## config.mk

```make
export PLATFORM = sky130hd
export DESIGN_NAME = sobel_grad
export DESIGN_NICKNAME = d
export VERILOG_FILES = /design/src/hdl/sobel_pkg.sv /design/src/hdl/sobel_grad.sv
export SDC_FILE = /design/constraint.sdc
export NUM_CORES = 2
export LEC_CHECK = 0
export ABC_AREA = 1
export CAP_MARGIN = 20
export CELL_PAD_IN_SITES_DETAIL_PLACEMENT = 0
export CELL_PAD_IN_SITES_GLOBAL_PLACEMENT = 1
export CORE_UTILIZATION = 25
export CTS_CLUSTER_SIZE = 12
export DETAILED_ROUTE_END_ITERATION = 12
export DONT_BUFFER_PORTS = 1
export PLACE_DENSITY = 0.54
export SYNTH_ARGS = -nofsm -noshare
export SYNTH_HDL_FRONTEND = slang
export SYNTH_SLANG_ARGS = --single-unit
```

## constraint.sdc

```tcl
create_clock -name i_clk -period 9.2 [get_ports i_clk]
set_input_delay 0.92 -clock i_clk [delete_from_list [all_inputs] [get_ports i_clk]]
set_output_delay 0.92 -clock i_clk [all_outputs]
set_load 0.02 [all_outputs]
```

## src/hdl/sobel_pkg.sv

```systemverilog
package sobel_pkg;

    localparam int CFG_W          = 11;
    localparam int CFG_IDX_W      = 2;
    localparam int PIX_W          = 8;
    localparam int COORD_W        = 10;
    localparam int DEF_MAX_WIDTH  = 1024;
    localparam int DEF_MAX_HEIGHT = 1024;

    localparam logic [CFG_W-1:0] RST_WIDTH  = 11'd1024;
    localparam logic [CFG_W-1:0] RST_HEIGHT = 11'd1024;
    localparam logic [CFG_W-1:0] RST_THRESH = 11'd0;

    localparam logic [CFG_IDX_W-1:0] REG_WIDTH  = 2'd0;
    localparam logic [CFG_IDX_W-1:0] REG_HEIGHT = 2'd1;
    localparam logic [CFG_IDX_W-1:0] REG_THRESH = 2'd2;

    // result slots of one input word, in emission order
    localparam int NSLOT = 4;
    localparam logic [1:0] SLOT_A = 2'd0;   // row above, previous column
    localparam logic [1:0] SLOT_B = 2'd1;   // row above, row end
    localparam logic [1:0] SLOT_C = 2'd2;   // last row, previous column
    localparam logic [1:0] SLOT_D = 2'd3;   // last row, row end

    localparam int GRAD_W   = 10;
    localparam int SQ_W     = 2 * GRAD_W;
    localparam int MAG_W    = SQ_W + 1;
    localparam int THR_SQ_W = 2 * CFG_W;

    localparam int QUEUE_DEPTH = 8;
    localparam int PIPE_SLACK  = 5;

    localparam logic [PIX_W-1:0] EDGE_ON  = 8'd255;
    localparam logic [PIX_W-1:0] EDGE_OFF = 8'd0;

    typedef logic [8:0][PIX_W-1:0] t_win;

    typedef struct packed {
        logic valid;
        logic row_end;
        logic last_row;
        logic first_col;
        logic second_col;
        logic first_row;
        logic second_row;
    } t_ctl;

    typedef struct packed {
        logic [NSLOT-1:0] mask;
        logic [NSLOT-1:0] hit;
    } t_grp;

    typedef struct packed {
        logic [GRAD_W-1:0] ax;
        logic [GRAD_W-1:0] ay;
    } t_grad;

    function automatic logic [PIX_W-1:0] win_px(t_win w, logic [1:0] row, logic [1:0] col);
        logic [3:0] k;
        k = 4'({row, 1'b0}) + 4'(row) + 4'(col);
        return w[k];
    endfunction

    function automatic t_grad grad_at(t_win w, logic [1:0] t, logic [1:0] m, logic [1:0] b,
                                      logic [1:0] l, logic [1:0] ce, logic [1:0] rt);
        logic [10:0] s_b;
        logic [10:0] s_t;
        logic [10:0] s_r;
        logic [10:0] s_l;
        logic [10:0] dx;
        logic [10:0] dy;
        t_grad       g;
        s_b = 11'(win_px(w, b, l)) + {2'b0, win_px(w, b, ce), 1'b0} + 11'(win_px(w, b, rt));
        s_t = 11'(win_px(w, t, l)) + {2'b0, win_px(w, t, ce), 1'b0} + 11'(win_px(w, t, rt));
        s_r = 11'(win_px(w, t, rt)) + {2'b0, win_px(w, m, rt), 1'b0} + 11'(win_px(w, b, rt));
        s_l = 11'(win_px(w, t, l)) + {2'b0, win_px(w, m, l), 1'b0} + 11'(win_px(w, b, l));
        dx = (s_b >= s_t) ? s_b - s_t : s_t - s_b;
        dy = (s_r >= s_l) ? s_r - s_l : s_l - s_r;
        g.ax = dx[GRAD_W-1:0];
        g.ay = dy[GRAD_W-1:0];
        return g;
    endfunction

endpackage

```

## src/hdl/sobel_grad.sv

```systemverilog
module sobel_grad import sobel_pkg::*; #(
    parameter int CW = 10,
    parameter int RW = 10
) (
    input  logic                i_clk,
    input  logic                i_rst_n,
    input  t_win                i_win,
    input  t_ctl                i_ctl,
    input  logic [CW-1:0]       i_col,
    input  logic [RW-1:0]       i_row,
    input  logic [THR_SQ_W-1:0] i_thr_sq,
    output logic                o_push,
    output t_grp                o_grp,
    output logic [CW-1:0]       o_col,
    output logic [RW-1:0]       o_row
);

    logic [NSLOT-1:0] mask;
    logic [1:0]       top1;
    logic [1:0]       top2;
    logic [1:0]       lc;
    logic [1:0]       lce;
    t_grad            grad [NSLOT];

    logic [NSLOT-1:0] r_mask3;
    t_grad            r_grad [NSLOT];
    logic [CW-1:0]    r_col3;
    logic [RW-1:0]    r_row3;

    logic [SQ_W-1:0]  sqx [NSLOT];
    logic [SQ_W-1:0]  sqy [NSLOT];

    logic [NSLOT-1:0] r_mask4;
    logic [MAG_W-1:0] r_mag [NSLOT];
    logic [CW-1:0]    r_col4;
    logic [RW-1:0]    r_row4;

    always_comb begin
        mask[SLOT_A] = i_ctl.valid && !i_ctl.first_row && !i_ctl.first_col;
        mask[SLOT_B] = i_ctl.valid && !i_ctl.first_row && i_ctl.row_end;
        mask[SLOT_C] = i_ctl.valid && i_ctl.last_row && !i_ctl.first_col;
        mask[SLOT_D] = i_ctl.valid && i_ctl.last_row && i_ctl.row_end;
        top1 = i_ctl.second_row ? 2'd1 : 2'd0;
        top2 = i_ctl.first_row ? 2'd2 : 2'd1;
        lc   = i_ctl.second_col ? 2'd1 : 2'd0;
        lce  = i_ctl.first_col ? 2'd2 : 2'd1;
        grad[SLOT_A] = grad_at(i_win, top1, 2'd1, 2'd2, lc, 2'd1, 2'd2);
        grad[SLOT_B] = grad_at(i_win, top1, 2'd1, 2'd2, lce, 2'd2, 2'd2);
        grad[SLOT_C] = grad_at(i_win, top2, 2'd2, 2'd2, lc, 2'd1, 2'd2);
        grad[SLOT_D] = grad_at(i_win, top2, 2'd2, 2'd2, lce, 2'd2, 2'd2);
    end

    always_comb begin
        for (int i = 0; i < NSLOT; i++) begin
            sqx[i] = SQ_W'(r_grad[i].ax) * SQ_W'(r_grad[i].ax);
            sqy[i] = SQ_W'(r_grad[i].ay) * SQ_W'(r_grad[i].ay);
        end
    end

    always_ff @(posedge i_clk) begin
        if (!i_rst_n) begin
            r_mask3 <= '0;
            r_mask4 <= '0;
        end else begin
            r_mask3 <= mask;
            r_mask4 <= r_mask3;
        end
    end

    always_ff @(posedge i_clk) begin
        for (int i = 0; i < NSLOT; i++) begin
            r_grad[i] <= grad[i];
            r_mag[i]  <= {1'b0, sqx[i]} + {1'b0, sqy[i]};
        end
        r_col3 <= i_col;
        r_row3 <= i_row;
        r_col4 <= r_col3;
        r_row4 <= r_row3;
    end

    always_comb begin
        o_grp.mask = r_mask4;
        for (int i = 0; i < NSLOT; i++) begin
            o_grp.hit[i] = {1'b0, r_mag[i]} >= i_thr_sq;
        end
    end

    assign o_push = |r_mask4;
    assign o_col  = r_col4;
    assign o_row  = r_row4;

endmodule

```

==> impl_summary.txt <==
----------------------------------------------------
[Synthesis]
  Share of flip-flops with an asynchronous set or reset after synthesis ... 0
  Post-synth top area cell ... sky130_fd_sc_hd__fa_1
  Sequential-to-total area share from yosys stat ... 0.08788
  Number of enable-type register cells in the synthesized netlist ... 0
  Combined area of all synthesized cells ... 48300 um^2
  Cells taking the most area after synthesis ... sky130_fd_sc_hd__fa_1 26%, sky130_fd_sc_hd__ha_1 18%, sky130_fd_sc_hd__nand2_1 13%
  Portion of synthesized cell area occupied by the leading cell type ... 0.2616
  Main flop type after synthesis ... sky130_fd_sc_hd__dfxtp_1
  Warnings, synthesis ... 0
  Cell count after synthesis ... 6748
  Net count after synthesis ... 8203
  Count of cell types in the netlist ... 43
  Synth Area per Inst ... 7.157 um^2
  Number of flip-flops and latches in the synthesized netlist ... 212

[Clocking]
  H-tree levels ... 1
  Buffer depth of the longest clock path ... 3
  Clock latency of the later-clocked register in the worst-skew pair ... 0.69 ns
  CTS Hold Buffers Added ... 0
  Clock tree from TritonCTS ... yes
  CTS sink cnt ... 212
  CTS clock-pin slew for the worst setup and hold paths ... 0.06 ns
  Number of gates given a new drive strength after cts ... 0
  TritonCTS buffer count ... 31
  CTS Root Buffer Type ... sky130_fd_sc_hd__clkbuf_16
  Buffer count from post-CTS setup fixing ... 0

[Timing]
  Unrepaired setup endpoints after global routing ... no
  Worst hold slack ... 0.2861 ns
  Slew at the pin with the worst max-slew slack ... 1.079 ns
  Post-route setup TNS ... 0 ns
  Clock Skews ... 0.03513 ns
  Worst rel slew slack ... 0.2731
  Final hold viol count ... 0
  Final Max Slew Viols ... 0
  Upper clock frequency limit ... 165.0 MHz
  Portion of the clock cycle consumed by the worst path in the final layout ... 0.6589
  Number of setup violations in the final report ... 0
  Shortest clock period the worst path allows after layout ... 6.062 ns

[Floorplan]
  Area of the placeable core ... 191000 um^2
  Overall die width ... 441.5 um
  Initial Util ... 0.2529
  Vertical die dimension ... 441.5 um
  Total Die Area ... 194900 um^2
  Num rows ... 160
  Boundary Pins ... 152

[Route]
  Violation count after the first detailed-routing iteration ... 2356
  First-pass detailed-route iteration total ... 6
  Number of nets still failing antenna checks after routing ... 0
  Mean routed wirelength per cell ... 17.19 um
  Via-to-Cell Ratio ... 4.353
  Via count ... 39890
  Final wirelength ... 157600 um
  Remaining design rule violation count ... 0

[Cells and area]
  Non-filler instance count after layout ... 9165
  Most common cell after layout, fill and taps aside ... sky130_fd_sc_hd__nand2_1
  Footprint of the flip-flops and latches ... 4244 um^2
  Fill cell instance count of the final layout ... 21270
  Final nets ... 8078
  Post-route cell area ... 51940 um^2
  Area added between synthesis and finish ... 7.552%
  Most frequent cells in the layout ... 1721 x sky130_fd_sc_hd__nand2_1, 1677 x sky130_fd_sc_hd__inv_1, 701 x sky130_fd_sc_hd__ha_1
  Multi-input combinational cell area ... 36940 um^2
  Share of final-layout standard cells stronger than drive strength 1 ... 0.02316

[Critical path]
  Startpoint kind of the worst setup timing path ... register
  Classification of the worst setup path ... reg2reg
  Highest net fanout along the worst path ... 13
  Type of destination of the critical path ... register
  Worst path required time ... 9.74 ns
  Data arrival at the endpoint of the critical path ... 6.60 ns

[Min path]
  Hold crit path type ... in2reg

[Status]
  Run status ... finished clean

[Global routing]
  Antenna violations before repair ... 6
  Combined global-route utilization of all metal layers ... 0.1619
  Via count of the first global-routing pass ... 40650
  Residual overflow from global routing ... 0
  Global-route wire length before repair ... 243000 um
  Pin count of the biggest net entering global routing ... 65

[Placement]
  I/O Buffers ... 0
  Post-detailed-placement half-perimeter wirelength ... 137400 um
  Area after detailed placement ... 50810 um^2
  Placed cell count ... 9101
  Final weighted congestion of routability-driven global placement ... 0.8984

[Job]
  Max-capacitance violation count ... 0

----------------------------------------------------
==> final cells by class <==
class | instances | area share
Sequential cell | 212 | 0.08171
Inverter | 1694 | 0.1224
Clock buffer | 35 | 0.01542
Antenna cell | 6 | 0.0002891
Timing Repair Buffer | 17 | 0.002457
Clock inverter | 23 | 0.006094
Tap cell | 2511 | 0.06048
Multi-Input combinational cell | 4667 | 0.7111
==> per-stage QoR <==
step	setup WS, ns	util
after global routing	2.782	0.2720
after floorplan	3.792	-
final	3.138	0.2720
after global placement	2.877	0.2661
after CTS	3.027	0.2719
after detailed placement	2.874	0.2661
==> final timing paths <==
check | cells after the start | endpoint | slack, ns | start
max reg2reg | 20 | r_mag[0][19] | 3.14 | r_grad[0][7]
min reg2reg | 0 | o_col[9] | 0.32 | r_col3[9]
max | 20 | r_mag[0][19] | 3.14 | r_grad[0][7]
min | 0 | r_col3[1] | 0.29 | i_col[1]
==> flip-flops by register name, indices dropped and copies added (netlist names) <==
register	flops
o_col	10
o_row	10
r_col3	10
r_grad	80
r_mag	84
r_mask3	4
r_mask4	4
r_row3	10
==> routing by layer <==
layer,GRT usage,vias up,wire length (um)
met4,0.04127,0,4263
met3,0.02241,157,6742
met5,0,-,0
li1,-,20180,-
met2,0.2631,719,71200
met1,0.2239,18840,75350
==> synthesized netlist by cell type, types with 9 or more instances <==
cell	count
sky130_fd_sc_hd__a21o_1	11
sky130_fd_sc_hd__a21oi_1	336
sky130_fd_sc_hd__a31o_2	14
sky130_fd_sc_hd__a31oi_1	12
sky130_fd_sc_hd__buf_2	42
sky130_fd_sc_hd__clkbuf_1	120
sky130_fd_sc_hd__dfxtp_1	212
sky130_fd_sc_hd__fa_1	631
sky130_fd_sc_hd__ha_1	701
sky130_fd_sc_hd__inv_1	1677
sky130_fd_sc_hd__inv_2	14
sky130_fd_sc_hd__nand2_1	1721
sky130_fd_sc_hd__nand2_2	10
sky130_fd_sc_hd__nand3_1	303
sky130_fd_sc_hd__nand4_1	72
sky130_fd_sc_hd__nor2_1	233
sky130_fd_sc_hd__nor4_1	14
sky130_fd_sc_hd__o211ai_1	9
sky130_fd_sc_hd__o21a_1	18
sky130_fd_sc_hd__o21ai_0	266
sky130_fd_sc_hd__o21ai_1	31
sky130_fd_sc_hd__o21bai_1	25
sky130_fd_sc_hd__or2_2	17
sky130_fd_sc_hd__xnor2_1	55
sky130_fd_sc_hd__xor2_1	139
==> critical path, cell delays in order, from the launching register on <==
cell and delay [ns]:
sky130_fd_sc_hd__dfxtp_1 0.80, sky130_fd_sc_hd__nand2_1 0.20, sky130_fd_sc_hd__fa_1 0.59, sky130_fd_sc_hd__inv_1 0.06
sky130_fd_sc_hd__ha_1 0.28, sky130_fd_sc_hd__a21o_1 0.19, sky130_fd_sc_hd__fa_1 0.46, sky130_fd_sc_hd__fa_1 0.57
sky130_fd_sc_hd__fa_1 0.43, sky130_fd_sc_hd__fa_1 0.49, sky130_fd_sc_hd__inv_1 0.06, sky130_fd_sc_hd__fa_1 0.51
sky130_fd_sc_hd__inv_1 0.04, sky130_fd_sc_hd__ha_1 0.37, sky130_fd_sc_hd__nand2_1 0.16, sky130_fd_sc_hd__nor2_1 0.17
sky130_fd_sc_hd__nand3_1 0.10, sky130_fd_sc_hd__nand3_1 0.19, sky130_fd_sc_hd__nand2_1 0.10, sky130_fd_sc_hd__nand3_1 0.08
sky130_fd_sc_hd__nand2_1 0.07
==> logic make-up (layout without fill, tap and decap cells) <==
logic type	Yosys count	count (layout)	synth area share
simple gates	2406	2406	0.2048
other cells	0	6	0
fa+ha+maj	1332	1332	0.4432
compound gates	734	734	0.08150
buf+inv	1869	1769	0.1473
xor+xnor	194	194	0.03518
flops	212	212	0.08788
mux	1	1	0.0002073
Power is not shown: default switching activity piles up to over one toggle a cycle in this logic, so the estimate is an artifact.
