--- config.mk ---
export PLATFORM = sky130hd
export DESIGN_NAME = sobel_out_q
export DESIGN_NICKNAME = d
export VERILOG_FILES = /design/src/hdl/sobel_pkg.sv /design/src/hdl/sobel_out_q.sv
export SDC_FILE = /design/constraint.sdc
export NUM_CORES = 1
export LEC_CHECK = 0
export BUFFER_PORTS_ARGS = -buffer_cell sky130_fd_sc_hd__buf_2
export CAP_MARGIN = 20
export CORE_ASPECT_RATIO = 0.9
export CORE_MARGIN = 2
export CORE_UTILIZATION = 49
export CTS_CLUSTER_SIZE = 14
export DETAILED_ROUTE_END_ITERATION = 8
export PLACE_DENSITY = 0.75
export SLEW_MARGIN = 20
export SYNTH_ARGS = -nofsm -noshare
export SYNTH_HDL_FRONTEND = slang
export SYNTH_SLANG_ARGS = --single-unit
--- constraint.sdc ---
create_clock -name i_clk -period 7.3 [get_ports i_clk]
set_input_delay 1.46 -clock i_clk [delete_from_list [all_inputs] [get_ports i_clk]]
set_output_delay 1.46 -clock i_clk [all_outputs]
set_load 0.03 [all_outputs]
--- src/hdl/sobel_pkg.sv ---
package sobel_pkg;

    localparam int CFG_W          = 11;
    localparam int CFG_IDX_W      = 2;
    localparam int PIX_W          = 8;
    localparam int COORD_W        = 10;
    localparam int DEF_MAX_WIDTH  = 1024;
    localparam int DEF_MAX_HEIGHT = 1024;

    localparam logic [CFG_W-1:0] RST_WIDTH  = 11'd1024;
    localparam logic [CFG_W-1:0] RST_HEIGHT = 11'd1024;
    localparam logic [CFG_W-1:0] RST_THRESH = 11'd0;

    localparam logic [CFG_IDX_W-1:0] REG_WIDTH  = 2'd0;
    localparam logic [CFG_IDX_W-1:0] REG_HEIGHT = 2'd1;
    localparam logic [CFG_IDX_W-1:0] REG_THRESH = 2'd2;

    // result slots of one input word, in emission order
    localparam int NSLOT = 4;
    localparam logic [1:0] SLOT_A = 2'd0;   // row above, previous column
    localparam logic [1:0] SLOT_B = 2'd1;   // row above, row end
    localparam logic [1:0] SLOT_C = 2'd2;   // last row, previous column
    localparam logic [1:0] SLOT_D = 2'd3;   // last row, row end

    localparam int GRAD_W   = 10;
    localparam int SQ_W     = 2 * GRAD_W;
    localparam int MAG_W    = SQ_W + 1;
    localparam int THR_SQ_W = 2 * CFG_W;

    localparam int QUEUE_DEPTH = 8;
    localparam int PIPE_SLACK  = 5;

    localparam logic [PIX_W-1:0] EDGE_ON  = 8'd255;
    localparam logic [PIX_W-1:0] EDGE_OFF = 8'd0;

    typedef logic [8:0][PIX_W-1:0] t_win;

    typedef struct packed {
        logic valid;
        logic row_end;
        logic last_row;
        logic first_col;
        logic second_col;
        logic first_row;
        logic second_row;
    } t_ctl;

    typedef struct packed {
        logic [NSLOT-1:0] mask;
        logic [NSLOT-1:0] hit;
    } t_grp;

    typedef struct packed {
        logic [GRAD_W-1:0] ax;
        logic [GRAD_W-1:0] ay;
    } t_grad;

    function automatic logic [PIX_W-1:0] win_px(t_win w, logic [1:0] row, logic [1:0] col);
        logic [3:0] k;
        k = 4'({row, 1'b0}) + 4'(row) + 4'(col);
        return w[k];
    endfunction

    function automatic t_grad grad_at(t_win w, logic [1:0] t, logic [1:0] m, logic [1:0] b,
                                      logic [1:0] l, logic [1:0] ce, logic [1:0] rt);
        logic [10:0] s_b;
        logic [10:0] s_t;
        logic [10:0] s_r;
        logic [10:0] s_l;
        logic [10:0] dx;
        logic [10:0] dy;
        t_grad       g;
        s_b = 11'(win_px(w, b, l)) + {2'b0, win_px(w, b, ce), 1'b0} + 11'(win_px(w, b, rt));
        s_t = 11'(win_px(w, t, l)) + {2'b0, win_px(w, t, ce), 1'b0} + 11'(win_px(w, t, rt));
        s_r = 11'(win_px(w, t, rt)) + {2'b0, win_px(w, m, rt), 1'b0} + 11'(win_px(w, b, rt));
        s_l = 11'(win_px(w, t, l)) + {2'b0, win_px(w, m, l), 1'b0} + 11'(win_px(w, b, l));
        dx = (s_b >= s_t) ? s_b - s_t : s_t - s_b;
        dy = (s_r >= s_l) ? s_r - s_l : s_l - s_r;
        g.ax = dx[GRAD_W-1:0];
        g.ay = dy[GRAD_W-1:0];
        return g;
    endfunction

endpackage

--- src/hdl/sobel_out_q.sv ---
module sobel_out_q import sobel_pkg::*; #(
    parameter int CW = 10,
    parameter int RW = 10
) (
    input  logic               i_clk,
    input  logic               i_rst_n,
    input  logic               i_push,
    input  t_grp               i_grp,
    input  logic [CW-1:0]      i_col,
    input  logic [RW-1:0]      i_row,
    output logic               o_space,
    output logic               o_valid,
    input  logic               i_ready,
    output logic [PIX_W-1:0]   o_edge_value,
    output logic [COORD_W-1:0] o_col,
    output logic [COORD_W-1:0] o_row,
    output logic               o_run_last,
    output logic               o_frame_end
);

    localparam int QAW  = $clog2(QUEUE_DEPTH);
    localparam int CNTW = $clog2(QUEUE_DEPTH + 1);

    t_grp               r_grp  [QUEUE_DEPTH];
    logic [CW-1:0]      r_qcol [QUEUE_DEPTH];
    logic [RW-1:0]      r_qrow [QUEUE_DEPTH];
    logic [QAW-1:0]     r_wr;
    logic [QAW-1:0]     r_rd;
    logic [CNTW-1:0]    r_cnt;
    logic [NSLOT-1:0]   r_sent;

    t_grp               head;
    logic [NSLOT-1:0]   remaining;
    logic [1:0]         slot;
    logic [NSLOT-1:0]   slot_bit;
    logic               last;
    logic               load;
    logic               pop;
    logic [CW-1:0]      col_sel;
    logic [RW-1:0]      row_sel;
    logic [31:0]        col_ext;
    logic [31:0]        row_ext;

    logic               r_valid;
    logic [PIX_W-1:0]   r_edge;
    logic [COORD_W-1:0] r_col;
    logic [COORD_W-1:0] r_row;
    logic               r_last;
    logic               r_fend;

    assign head      = r_grp[r_rd];
    assign remaining = head.mask & ~r_sent;

    always_comb begin
        if (remaining[SLOT_A]) begin
            slot = SLOT_A;
        end else if (remaining[SLOT_B]) begin
            slot = SLOT_B;
        end else if (remaining[SLOT_C]) begin
            slot = SLOT_C;
        end else begin
            slot = SLOT_D;
        end
    end

    assign slot_bit = NSLOT'(1) << slot;
    assign last     = (remaining & ~slot_bit) == '0;
    assign load     = (r_cnt != '0) && (!r_valid || i_ready);
    assign pop      = load && last;
    assign o_space  = r_cnt <= CNTW'(QUEUE_DEPTH - PIPE_SLACK);

    always_comb begin
        col_sel = r_qcol[r_rd];
        row_sel = r_qrow[r_rd];
        if (slot == SLOT_A || slot == SLOT_C) begin
            col_sel = r_qcol[r_rd] - CW'(1);
        end
        if (slot == SLOT_A || slot == SLOT_B) begin
            row_sel = r_qrow[r_rd] - RW'(1);
        end
        col_ext = 32'(col_sel);
        row_ext = 32'(row_sel);
    end

    always_ff @(posedge i_clk) begin
        if (!i_rst_n) begin
            r_wr    <= '0;
            r_rd    <= '0;
            r_cnt   <= '0;
            r_sent  <= '0;
            r_valid <= 1'b0;
        end else begin
            if (i_push) begin
                r_wr <= r_wr + QAW'(1);
            end
            if (pop) begin
                r_rd <= r_rd + QAW'(1);
            end
            case ({i_push, pop})
                2'b10:   r_cnt <= r_cnt + CNTW'(1);
                2'b01:   r_cnt <= r_cnt - CNTW'(1);
                default: r_cnt <= r_cnt;
            endcase
            if (load) begin
                r_valid <= 1'b1;
                r_sent  <= last ? '0 : (r_sent | slot_bit);
            end else if (i_ready) begin
                r_valid <= 1'b0;
            end
        end
    end

    always_ff @(posedge i_clk) begin
        if (i_push) begin
            r_grp[r_wr]  <= i_grp;
            r_qcol[r_wr] <= i_col;
            r_qrow[r_wr] <= i_row;
        end
        if (load) begin
            r_edge <= head.hit[slot] ? EDGE_ON : EDGE_OFF;
            r_col  <= col_ext[COORD_W-1:0];
            r_row  <= row_ext[COORD_W-1:0];
            r_last <= last;
            r_fend <= (slot == SLOT_D);
        end
    end

    assign o_valid      = r_valid;
    assign o_edge_value = r_edge;
    assign o_col        = r_col;
    assign o_row        = r_row;
    assign o_run_last   = r_last;
    assign o_frame_end  = r_fend;

endmodule
==> flow_summary.yaml, run 1 <==
place:
  io_buffer_count: 63
  hpwl_um: 11400
  place_congestion: 0.803
critical_path:
  r2r-end: "r_cnt[2]"
  worst_path_max_delay_cell: "buf_4"
  end_kind: "flip-flop"
  required_ps: 7730
  crit_arrival_ps: 4480
  cp_max_fo: 46
  worstSetupPathType: "reg -> reg"
  reg2regPathDepth: 13
  path_cells: "buf_4 > mux4_2 > a22oi_1 > nand2_1 > a21o_1 > a21boi_4 > ha_1 > xor2_1 > ha_1 > a21oi_1 > xor2_1 > or3_1 > a21boi_0"
  start_kind: "flip-flop"
  reg2reg_slack_ps: 3260
  worst_path_largest_cell_delay_ps: 630
timing:
  fin_skew_ps: 9.94
  fin_crit_sh: 0.554
  finalSetupViolations: 0
  rsz0062_at_grt: "no"
  finalHoldViolations: 0
  relSlewSlack: 0.404
  setup_tns_ps: 0
  fin_crit_ps: 4040
  maxSlewViolCount: 0
  worst_slew_pin_slew_ps: 892
  fmax_mhz: 247
finish:
  final_common_cell: "edfxtp_1"
  final_cell_mix: "247 x edfxtp_1, 63 x buf_2, 56 x mux4_2"
  drive_gt1_frac: 0.303
  utilization: 0.571
  nNetsFinal: 630
  nFillCells: 1551
  area_growth_pct: 13.9
synth:
  synthesis.yosys.warnings: 0
  synth_compound_area_frac: 0.0182
  netlist_instances: 514
  synth_cell_types: 43
  synth_ff_type: "edfxtp_1"
  synth-adder-area-share: 0.00837
  async_flop_share: 0
  yosysSeqAreaShare: 0.743
  syn_area_mm2: 0.0105
  yosys.area_share.simple: 0.0381
  synth_top_family_by_area: "multiplexers"
  synth_nets: 553
  syn_avg_cell_area_um2: 20.4
  synth_edf_count: 247
  synth.mux.area_fraction: 0.156
  synth_xor_area_frac: 0.0201
  yosys_register_bits: 265
clocking:
  path_clk_slew_ps: 60
  clk_latency_ps: 520
  numCtsBuffers: 26
  cts_tree: "yes"
  holdBufCountCts: 0
  clkSinkCount: 265
  clock-root-buffer: "clkbuf_16"
  cts_resized: 0
  clockBufferDepth: 3
  htreeDepth: 1
  cts_setup_buffers: 0
global_route:
  antenna_found_initial: 3
  grt_pass1_vias: 5233
  overflow: 0
  grt.total_usage: 0.182
  grt_pass1_wl_um: 30300
  grt_max_degree: 47
outcome:
  status: "complete, no violations"
power:
  leakage_uw: 0.00386
  p_sw_uw: 1280
  ir_drop_mv: 0.207
  swShare: 0.297
  seqPwrFrac: 0.458
  comb_power_share: 0.247
  p_clk_frac: 0.295
  powerDensity_mw_per_mm2: 360
  internal-power_uw: 3020
floorplanning:
  coreArea_mm2: 0.0209
  io_pins: 64
  die_area_mm2: 0.0226
  fp.dieH_um: 143
  core.rowCount: 50
  start_util: 0.501
  dieWidth_um: 158
worst_hold_path:
  hold_path_depth: 2
  hp-class: "reg -> reg"
  hp-start: "r_rd[2]"
routing:
  wl_met3_um: 1250
  routed_wl_um: 19600
  route.detailed.drc: 0
  met2WireLength_um: 9570
  viasPerCell: 5.50
  wire_per_inst_um: 21.8
  drt-pass1-iter-count: 5
  drt_iter0_markers: 352
  wl_met1_um: 8300
  top_layer: "met5"
  vias: 4948
  ant_nets: 0
job:
  cap_violations: 0
[Yosys cell counts, types with 2 or more instances]
master	n	area (um^2)
a21boi_0	2	15.0
mux2_2	4	45.0
a22oi_1	2	15.0
nand2_1	19	71.3
and4_1	2	17.5
nor2b_1	6	37.5
buf_4	10	75.1
ha_1	7	87.6
nand4_1	5	31.3
mux2i_1	28	280
xnor2_1	12	105
and3_1	3	18.8
a21oi_1	6	30.0
dfxtp_1	18	360
edfxtp_1	247	7420
buf_6	2	22.5
nand3_1	3	15.0
o21ai_0	5	25.0
nand2b_1	6	37.5
and2_1	4	25.0
nor2_1	16	60.1
buf_2	12	60.1
mux2i_4	2	45.0
nor4bb_1	2	20.0
mux4_2	56	1260
xor2_1	12	105
inv_1	3	11.3
nor3_1	3	15.0
nor3b_1	3	22.5
[kinds of logic after synthesis]
logic type	after synthesis
adder cells (fa/ha/maj)	7
AND/OR/NAND/NOR	76
XOR/XNOR	24
flip-flops	265
multiplexers	90
buffers and inverters	28
AO/OA/AOI/OAI	24
[critical path: cells and delay by family (launching register included)]
family	cells	cell delay, ps
multiplexers	1	410
flip-flops	1	560
adder cells (fa/ha/maj)	2	500
buffers and inverters	1	630
AO/OA/AOI/OAI	5	1030
AND/OR/NAND/NOR	2	420
XOR/XNOR	2	350
[per-stage QoR]
stage	setup slack [ps]	instances	power [uW]	cell area [um^2]	hold WS (ps)
2_1_floorplan	2670	514	2810	10500	445
4_1_cts	3230	897	4340	11900	482
3_3_place_gp	3250	849	3030	11100	447
5_1_grt	2960	897	4480	11900	493
6_report	3260	899	4300	11900	477
3_5_place_dp	2980	849	3070	11100	477
[area by class of cell]
class / instances / area (um^2) / share of cell area
diodes: 2 / 5.00 / 0.000420
clock buffers: 33 / 698 / 0.0586
clock inverters: 15 / 115 / 0.00965
inverters: 3 / 11.3 / 0.000944
multi-input cells: 221 / 2550 / 0.214
flip-flops and latches: 265 / 7780 / 0.653
well taps: 286 / 358 / 0.0300
repair buffers: 74 / 398 / 0.0334
[sequential cells by signal, summed over array words and instances (netlist names), 3 cells and up, named ones only]
name and flops:
r_qcol 80, r_qrow 80, r_grp 64, o_col 10, o_row 10, r_cnt 4, r_sent 4, r_rd 3
r_wr 3
[power groups by stage]
stage / Clock, uW / Sequential, uW / Combinational, uW
finish: 1270 / 1970 / 1060
detailed placement: 0 / 2000 / 1070
CTS: 1290 / 1980 / 1070
global route: 1340 / 1990 / 1150
floorplan: 0 / 2080 / 732
global placement: 0 / 2000 / 1040
[per-layer routing]
layer,global-route usage,vias up
met4,0.0498,2
li1,-,2232
met2,0.295,134
met3,0.0370,37
met5,0,-
met1,0.256,2543
[how the worst max path moves through the flow]
stage                    from       end  slack, ps  depth (start not counted)
CTS                 flip-flop  r_cnt[2]       3230                         13
global placement      i_ready  r_cnt[2]       3250                         11
detailed placement    i_ready  r_cnt[2]       2980                         11
global route        flip-flop  r_cnt[2]       2960                         13
floorplan             i_ready  r_cnt[2]       2670                         10
finish              flip-flop  r_cnt[2]       3260                         13
Note: power is estimated with default switching activity, not from simulation.
==> run 2, diff against run 1 <==
--- a/config.mk
+++ b/config.mk
@@ -12,7 +12,7 @@
 export CORE_UTILIZATION = 49
 export CTS_CLUSTER_SIZE = 14
 export DETAILED_ROUTE_END_ITERATION = 8
-export PLACE_DENSITY = 0.75
+export PLACE_DENSITY = 0.78
 export SLEW_MARGIN = 20
 export SYNTH_ARGS = -nofsm -noshare
 export SYNTH_HDL_FRONTEND = slang
==> constraint.sdc (replaced) <==
create_clock -name i_clk -period 3.4 [get_ports i_clk]
set_input_delay 0.68 -clock i_clk [delete_from_list [all_inputs] [get_ports i_clk]]
set_output_delay 0.68 -clock i_clk [all_outputs]
set_load 0.03 [all_outputs]
==> run 2 against run 1 <==
Compared with the run above: combinational power grew 130%; register-to-register slack lost 3000 ps; fmax grew 27%; clock-buffer cell count grew 3; highest routed layer unchanged; sequential cell count is the same; largest power group unchanged; cell area grew 1.3%; clock skew shrank 0.62 ps; critical path depth shrank 1; sequential share of layout area shrank 0.80 points; die area is the same; cell count grew 0.56%.
==> flow_summary.yaml, run 2 (same netlist as run 1, synthesis figures left out) <==
routing:
  drt_iter0_markers: 518
  route.detailed.drc: 0
  vias: 5092
  drt-pass1-iter-count: 5
  viasPerCell: 5.63
  ant_nets: 0
  wire_per_inst_um: 22.7
  routed_wl_um: 20500
place:
  io_buffer_count: 63
  hpwl_um: 12300
  place_congestion: 0.744
finish:
  diodes: 0
  final_common_cell: "edfxtp_1"
  drive_gt1_frac: 0.324
  utilization: 0.578
  reg_top3: "r_qcol (80), r_qrow (80), r_grp (64)"
  final_cell_mix: "247 x edfxtp_1, 63 x buf_2, 56 x mux4_2"
  area_growth_pct: 15.4
  nNetsFinal: 639
floorplanning:
  start_util: 0.501
  coreArea_mm2: 0.0209
  dieWidth_um: 158
  fp.dieH_um: 143
  io_pins: 64
  die_area_mm2: 0.0226
  core.rowCount: 50
global_route:
  antenna_found_initial: 1
  grt_pass1_wl_um: 31000
  overflow: 0
  grt_max_degree: 29
  grt_pass1_vias: 5314
  grt.total_usage: 0.187
critical_path:
  required_ps: 3850
  crit_arrival_ps: 3630
  worstSetupPathType: "reg -> reg"
  cp_max_fo: 8
  start_kind: "flip-flop"
  end_kind: "flip-flop"
worst_hold_path:
  hp-class: "in -> reg"
timing:
  fmax_mhz: 314
  worst_slew_pin_slew_ps: 614
  fin_skew_ps: 9.32
  finalHoldViolations: 0
  rsz0062_at_grt: "no"
  setup_tns_ps: 0
  fin_crit_ps: 3190
  relSlewSlack: 0.579
  maxSlewViolCount: 0
  fin_crit_sh: 0.937
  finalSetupViolations: 0
power:
  powerDensity_mw_per_mm2: 792
  ir_drop_mv: 0.344
  leakage_uw: 0.00394
outcome:
  status: "complete, no violations"
clocking:
  clk_latency_ps: 520
  cts_tree: "yes"
  holdBufCountCts: 0
  cts_setup_buffers: 0
  path_clk_slew_ps: 60
  clock-root-buffer: "clkbuf_16"
  cts_resized: 0
  numCtsBuffers: 26
  htreeDepth: 1
  clkSinkCount: 265
  clockBufferDepth: 3
job:
  cap_violations: 0
## run 2: cell types whose count changed in the layout (fill, tap and decap cells not counted), moves of 2 or more
| cell | change |
|---|---|
| buf_4 | +8 |
| clkinv_1 | -6 |
| clkbuf_8 | +3 |
| bufinv_16 | +2 |
| clkinv_2 | -2 |
| diode_2 | -2 |
## run 2: report_power, final
group | switching (uW) | total, uW | internal (uW)
Combinational | 1480 | 2460 | 975
Clock | 1140 | 2960 | 1820
Sequential | 178 | 4150 | 3970
Total | 2810 | 9560 | 6760
## run 2: worst max-delay path, stage by stage, from the launching register on
cell and delay, ps:
dfxtp_4 410, mux4_2 540, mux2i_4 240, o22ai_4 160, o21bai_2 270, a21boi_4 180, ha_2 250, xor2_1 180
ha_1 180, a21oi_1 50, xor2_1 170, or3_1 330, a21boi_0 170
## run 2: final timing paths
check | to | startpoint | slack [ps] | depth (start not counted)
max | r_cnt[2] | flip-flop | 210 | 12
min | r_qrow[3][4] | i_row[4] | 420 | 1
max reg2reg | r_cnt[2] | flip-flop | 210 | 12
min reg2reg | flip-flop | r_rd[2] | 510 | 2
## run 2: area by class of cell
cell class / count / area, um^2
fill: 1526 / 8820
clock buffer: 36 / 739
multi-input combinational: 221 / 2560
timing repair buffer: 83 / 469
inverter: 3 / 11.3
clock inverter: 10 / 151
tap: 286 / 358
sequential: 265 / 7790
## run 2: metal layers
metal / track usage / part of all wire / wire length [um] / vias to the layer above
met5: 0 / 0.00054 / 11 / -
met4: 0.0479 / 0.021 / 439 / 2
li1: - / - / - / 2242
met1: 0.250 / 0.41 / 8460 / 2646
met2: 0.322 / 0.51 / 10400 / 162
met3: 0.0310 / 0.060 / 1230 / 40
## run 2: stage by stage
stage | cells | cell area [um^2] | hold WS [ps] | setup slack [ps] | total power [uW]
5_1_grt | 904 | 12100 | 415 | 7.13 | 9970
3_5_place_dp | 858 | 11200 | 488 | 124 | 6680
6_report | 904 | 12100 | 418 | 214 | 9560
3_3_place_gp | 858 | 11200 | 459 | 287 | 6590
4_1_cts | 904 | 12100 | 397 | 128 | 9630
2_1_floorplan | 514 | 10500 | 445 | 176 | 6040
